`config.mk`:
```
export PLATFORM = sky130hd
export DESIGN_NAME = cia_cell
export DESIGN_NICKNAME = d
export VERILOG_FILES = /design/src/hw/rtl/checked_integer_alu_assert.svh /design/src/hw/rtl/cia_pkg.sv /design/src/hw/rtl/cia_cell.sv
export SDC_FILE = /design/constraint.sdc
export NUM_CORES = 2
export LEC_CHECK = 0
export BUFFER_PORTS_ARGS = -buffer_cell sky130_fd_sc_hd__buf_2
export CAP_MARGIN = 5
export CORE_AREA = 8 8 406 408
export CTS_BUF_LIST = sky130_fd_sc_hd__clkbuf_8
export DETAILED_ROUTE_END_ITERATION = 8
export DIE_AREA = 0 0 414 416
export GPL_ROUTABILITY_DRIVEN = 0
export GPL_TIMING_DRIVEN = 1
export SLEW_MARGIN = 40
export SYNTH_ARGS = -nofsm -noshare
export SYNTH_HDL_FRONTEND = slang
export SYNTH_SLANG_ARGS = --single-unit
```
`constraint.sdc`:
```
create_clock -name i_clk -period 18.85 [get_ports i_clk]
set_input_delay 2.8275 -clock i_clk [delete_from_list [all_inputs] [get_ports i_clk]]
set_output_delay 2.8275 -clock i_clk [all_outputs]
set_load 0.01 [all_outputs]
```
`src/hw/rtl/checked_integer_alu_assert.svh`:
```
// Assertion macros for the checked integer ALU.
// Used by the top level; no other dependencies.
`ifndef CHECKED_INTEGER_ALU_ASSERT_SVH
`define CHECKED_INTEGER_ALU_ASSERT_SVH
`ifndef SYNTHESIS
`define CIA_ASSERT_IMPL(label, clk, rst_n, prop) \
    label: assert property (@(posedge clk) disable iff (!rst_n) prop) \
        else $error("assertion failed");
`define CIA_ASSERT_NEXT(label, clk, rst_n, pre, post) \
    label: assert property (@(posedge clk) disable iff (!rst_n) (pre) |=> (post)) \
        else $error("assertion failed");
`else
`define CIA_ASSERT_IMPL(label, clk, rst_n, prop)
`define CIA_ASSERT_NEXT(label, clk, rst_n, pre, post)
`endif
`endif

```
`src/hw/rtl/cia_pkg.sv`:
```
// Package for the checked integer ALU: opcodes, status codes, word types.
// No dependencies.
package cia_pkg;
    localparam int unsigned XLEN = 64;

    typedef enum logic [4:0] {
        OP_ADD = 5'd0, OP_SUB = 5'd1, OP_MUL = 5'd2, OP_DIV = 5'd3, OP_MOD = 5'd4,
        OP_REM = 5'd5, OP_AND = 5'd6, OP_OR = 5'd7, OP_XOR = 5'd8, OP_LSH = 5'd9,
        OP_RSH = 5'd10, OP_ASH = 5'd11, OP_NOT = 5'd12, OP_EQ = 5'd13, OP_NE = 5'd14,
        OP_LT = 5'd15, OP_LE = 5'd16, OP_GT = 5'd17, OP_GE = 5'd18, OP_LNOT = 5'd19,
        OP_UADD = 5'd20, OP_USUB = 5'd21, OP_UMUL = 5'd22, OP_UDIV = 5'd23,
        OP_UMOD = 5'd24, OP_ULT = 5'd25, OP_ULE = 5'd26, OP_UGT = 5'd27,
        OP_UGE = 5'd28
    } t_op;

    localparam logic [1:0] ST_OK   = 2'd0;
    localparam logic [1:0] ST_OVF  = 2'd1;
    localparam logic [1:0] ST_DIV0 = 2'd2;

    typedef struct packed {
        logic [4:0]         command;
        logic signed [63:0] operand_a;
        logic signed [63:0] operand_b;
    } t_in_word;

    typedef struct packed {
        logic signed [63:0] result_value;
        logic [1:0]         status;
    } t_out_word;

    // Word that rides along the cell chain.
    typedef struct packed {
        logic        vld;
        logic [4:0]  cmd;
        logic [63:0] a;
        logic [63:0] b;
        logic [63:0] dvs;     // divisor magnitude
        logic [63:0] quo;     // quotient bits, also dividend shift
        logic [63:0] rem;     // partial remainder
        logic [1:0]  mlo;     // unused bits, kept narrow
        logic [127:0] prd;    // product accumulator
        logic [63:0] res;     // early result for simple ops
        logic [1:0]  st;
    } t_cell;
endpackage

```
`src/hw/rtl/cia_cell.sv`:
```
// One cell of the ALU chain: one restoring divide step, and in the first
// four cells one 16-bit multiplier partial product. Depends on cia_pkg.
module cia_cell
    import cia_pkg::*;
#(
    parameter int unsigned IDX = 0
) (
    input  logic   i_clk,
    input  logic   i_rst_n,
    input  logic   i_en,
    input  t_cell  i_cell,
    output t_cell  o_cell
);
    localparam int unsigned MSTEP = IDX / 4;
    localparam int unsigned MSUB  = IDX % 4;

    t_cell        r_cell;
    t_cell        n_cell;
    logic [64:0]  rsh;
    logic [64:0]  diff;
    logic [79:0]  pp;

    // One divide step plus one 64x16 partial product when this cell owns one.
    always_comb begin
        n_cell = i_cell;
        rsh    = {i_cell.rem, i_cell.quo[63]};
        diff   = rsh - {1'b0, i_cell.dvs};
        n_cell.quo = {i_cell.quo[62:0], ~diff[64]};
        n_cell.rem = diff[64] ? rsh[63:0] : diff[63:0];
        pp = 80'(i_cell.a) * 80'(i_cell.b[16*MSUB +: 16]);
        if (MSTEP == 0 && IDX < 4) begin
            n_cell.prd = i_cell.prd + (128'(pp) << (16 * MSUB));
        end
        n_cell.mlo = i_cell.mlo;
    end

    // Advance the word when the chain moves.
    always_ff @(posedge i_clk) begin
        if (!i_rst_n) begin
            r_cell.vld <= 1'b0;
        end else if (i_en) begin
            r_cell.vld <= i_cell.vld;
        end
        if (i_en) begin
            r_cell.cmd <= n_cell.cmd;
            r_cell.a   <= n_cell.a;
            r_cell.b   <= n_cell.b;
            r_cell.dvs <= n_cell.dvs;
            r_cell.quo <= n_cell.quo;
            r_cell.rem <= n_cell.rem;
            r_cell.mlo <= n_cell.mlo;
            r_cell.prd <= n_cell.prd;
            r_cell.res <= n_cell.res;
            r_cell.st  <= n_cell.st;
        end
    end

    assign o_cell = r_cell;
endmodule

```
==> results.tsv <==
stage	metric	value	unit
status	status	complete, no violations	
clock_network	cts_setup_buffers	0	
placed_design	dp_hpwl	159000	µm
synthesis	yosys_most_used_dff	edfxtp_1	
grt	overflow	0	
floorplan	floorplan.io_pins	1047	
synthesis	postSynth.asyncResetShare	0	
worst_setup_path	worstPathArrival	11.07	ns
floorplan	die_h	416	µm
worst_setup_path	critPathSlowestCell	buf_2	
grt	antenna_found_initial	61	
timing	tightest_slew	0.943	ns
finish	drive_gt1_frac	0.199	
synthesis	ys_seq_area_frac	0.281	
clock_network	htreeDepth	3	
synthesis	synth-warning-count	0	
run	cap_violations	0	
synthesis	synthesis.area	55700	µm²
timing	finalSetupTns	0	ns
drt	wirelength	199000	µm
placed_design	dp_worst_setup_slack	7.57	ns
floorplan	die-width	414	µm
finish	final_util	0.409	
floorplan	design.core.area	159000	µm²
worst_setup_path	cp_num_buf_inv	7	
drt	drt_iter0_markers	3163	
worst_setup_path	path_class	primary input to register	
floorplan	row_count	147	
synthesis	synth_edf_count	521	
timing	min_period	10.54	ns
synthesis	postSynthAreaPerCell	10.2	µm²
clock_network	clkSinkCount	522	
worst_setup_path	crit_family	adder cells	
timing	final_max_slew_viol_count	0	
drt	firstDrtPassIters	8	
timing	worst_slack	8.31	ns
drt	drc_errors	0	
grt	grt_max_degree	96	
placed_design	place_inst	8378	
finish	final_cells	8575	
grt	grt_use_total	0.225	
clock_network	cts-root-buf	clkbuf_8	
finish	nFillCells	15700	
drt	viasPerCell	4.98	
floorplan	start_util	0.351	
worst_setup_path	required	19.38	ns
worst_setup_path	crit_path_end_kind	register	
placed_design	portBuffers	1046	
timing	setup_viol_count_final	0	
worst_setup_path	cp-start-kind	primary input	
timing	rsz0062_at_grt	no	
synthesis	synth-seq-cells	522	
worst_setup_path	worst_path_largest_cell_delay	0.66	ns
clock_network	cts.hold.buffers_added	0	
worst_setup_path	critPathMaxFanout	34	
timing	hold_viol	0	
grt	grt_pass1_wl	294000	µm
floorplan	die_area	172000	µm²
finish	syn2layout_area_growth	16.6	%
finish	largest_reg_flops	522	
clock_network	numCtsBuffers	94	
drt	vias	42700	
clock_network	cts_buffer_depth	3	
clock_network	cts_tree	done	
clock_network	clkTransAtPathRegs	0.06	ns
clock_network	clk_latency	0.80	ns
synthesis	ys_types	78	
drt	post_drt_wl_per_cell	23.2	µm
min_path	min_path_type	register to register	
clock_network	ctsResizeCount	0	
synthesis	synth_fp_nets	7161	
drt	ant_nets	0	
timing	fin_skew	0	ns
worst_setup_path	cp_common_cell	fa_1	
grt	grt_pass1_vias	45600	
timing	finalCritPeriodShare	0.559	
synthesis	synth_cells	5467	
finish	nets	8084	
timing	max_freq	94.9	MHz
timing	max_slew_margin	0.366	
==> synthesized netlist by cell type (9+ instances only) <==
cell         n  area (µm²)
buf_2       12        60.1
a21oi_1    188         941
nor2_1      82         308
o21a_1      20         150
fa_1       947       19000
nor4_1      15        93.8
o31ai_1     10        75.1
xnor2_1    100         876
and4_1      10        87.6
edfxtp_1   521       15600
and2_1     360        2250
a21o_1      72         541
mux2_2      54         608
xor2_1      77         674
nor2b_1     17         106
nand4_1     51         319
nand2b_1    13        81.3
a21boi_0     9        67.6
inv_1     1271        4770
nor3_1      29         145
nand3_1     45         225
o21ai_0     98         490
clkbuf_1   231         867
nand2_1    827        3100
a31oi_1     19         119
ha_1       222        2780
o21bai_1    33         248
and3_1      17         106
==> cells by family after synthesis <==
kind of cell,synth area share
AO/OA/AOI/OAI,0.0598
XOR/XNOR,0.0281
adder cells (fa/ha/maj),0.390
buffers and inverters,0.103
flip-flops,0.281
multiplexers,0.0120
AND/OR/NAND/NOR,0.126
==> final timing paths <==
kind | from | endpoint | slack, ns | cells past startpoint
max | i_cell[390] | o_cell[185] | 8.31 | 25
min | o_cell[521] | o_cell[521] | 0.53 | 2
max reg2reg | o_cell[521] | o_cell[521] | 18.25 | 2
min reg2reg | o_cell[521] | o_cell[521] | 0.53 | 2
==> cell type report <==
| class | count | area [µm²] | share of cell area |
|---|---|---|---|
| multi-input cells | 3423 | 34300 | 0.529 |
| flip-flops and latches | 522 | 15700 | 0.241 |
| repair buffers | 1077 | 5530 | 0.0852 |
| inverters | 1272 | 4770 | 0.0735 |
| well taps | 2086 | 2610 | 0.0402 |
| clock buffers | 94 | 1290 | 0.0199 |
| clock inverters | 79 | 686 | 0.0106 |
| diodes | 22 | 55.1 | 0.000848 |
==> placed cells by master (no fill, tap or decap), types with 72 or more instances in the layout <==
| cell type | count |
|---|---|
| inv_1 | 1300 |
| buf_2 | 1043 |
| fa_1 | 947 |
| nand2_1 | 827 |
| edfxtp_1 | 521 |
| and2_1 | 360 |
| ha_1 | 222 |
| a21oi_1 | 187 |
| xnor2_1 | 100 |
| o21ai_0 | 98 |
| clkbuf_8 | 94 |
| nor2_1 | 82 |
| xor2_1 | 77 |
| a21o_1 | 72 |
==> routing by layer <==
metal / up-vias / track usage / share of wire
li1: 18600 / - / -
met1: 21800 / 0.265 / 0.37
met2: 1840 / 0.402 / 0.51
met3: 406 / 0.0537 / 0.081
met4: 28 / 0.0751 / 0.038
met5: - / 0 / 0.00083
==> worst min-delay path, delay by kind of cell (launching register included) <==
family | cells | cell delay [ns]
and+or+nand+nor | 1 | 0.10
muxes | 1 | 0.07
DFF | 1 | 0.33
==> per-stage QoR <==
step	hold slack [ns]	area (µm²)
floorplan	0.538	55700
global placement	0.509	62800
detailed placement	0.506	62900
CTS	0.534	64800
global route	0.548	64900
finish	0.533	65000
Power is not shown: default switching activity piles up to over one toggle a cycle in this logic, so the estimate is an artifact.
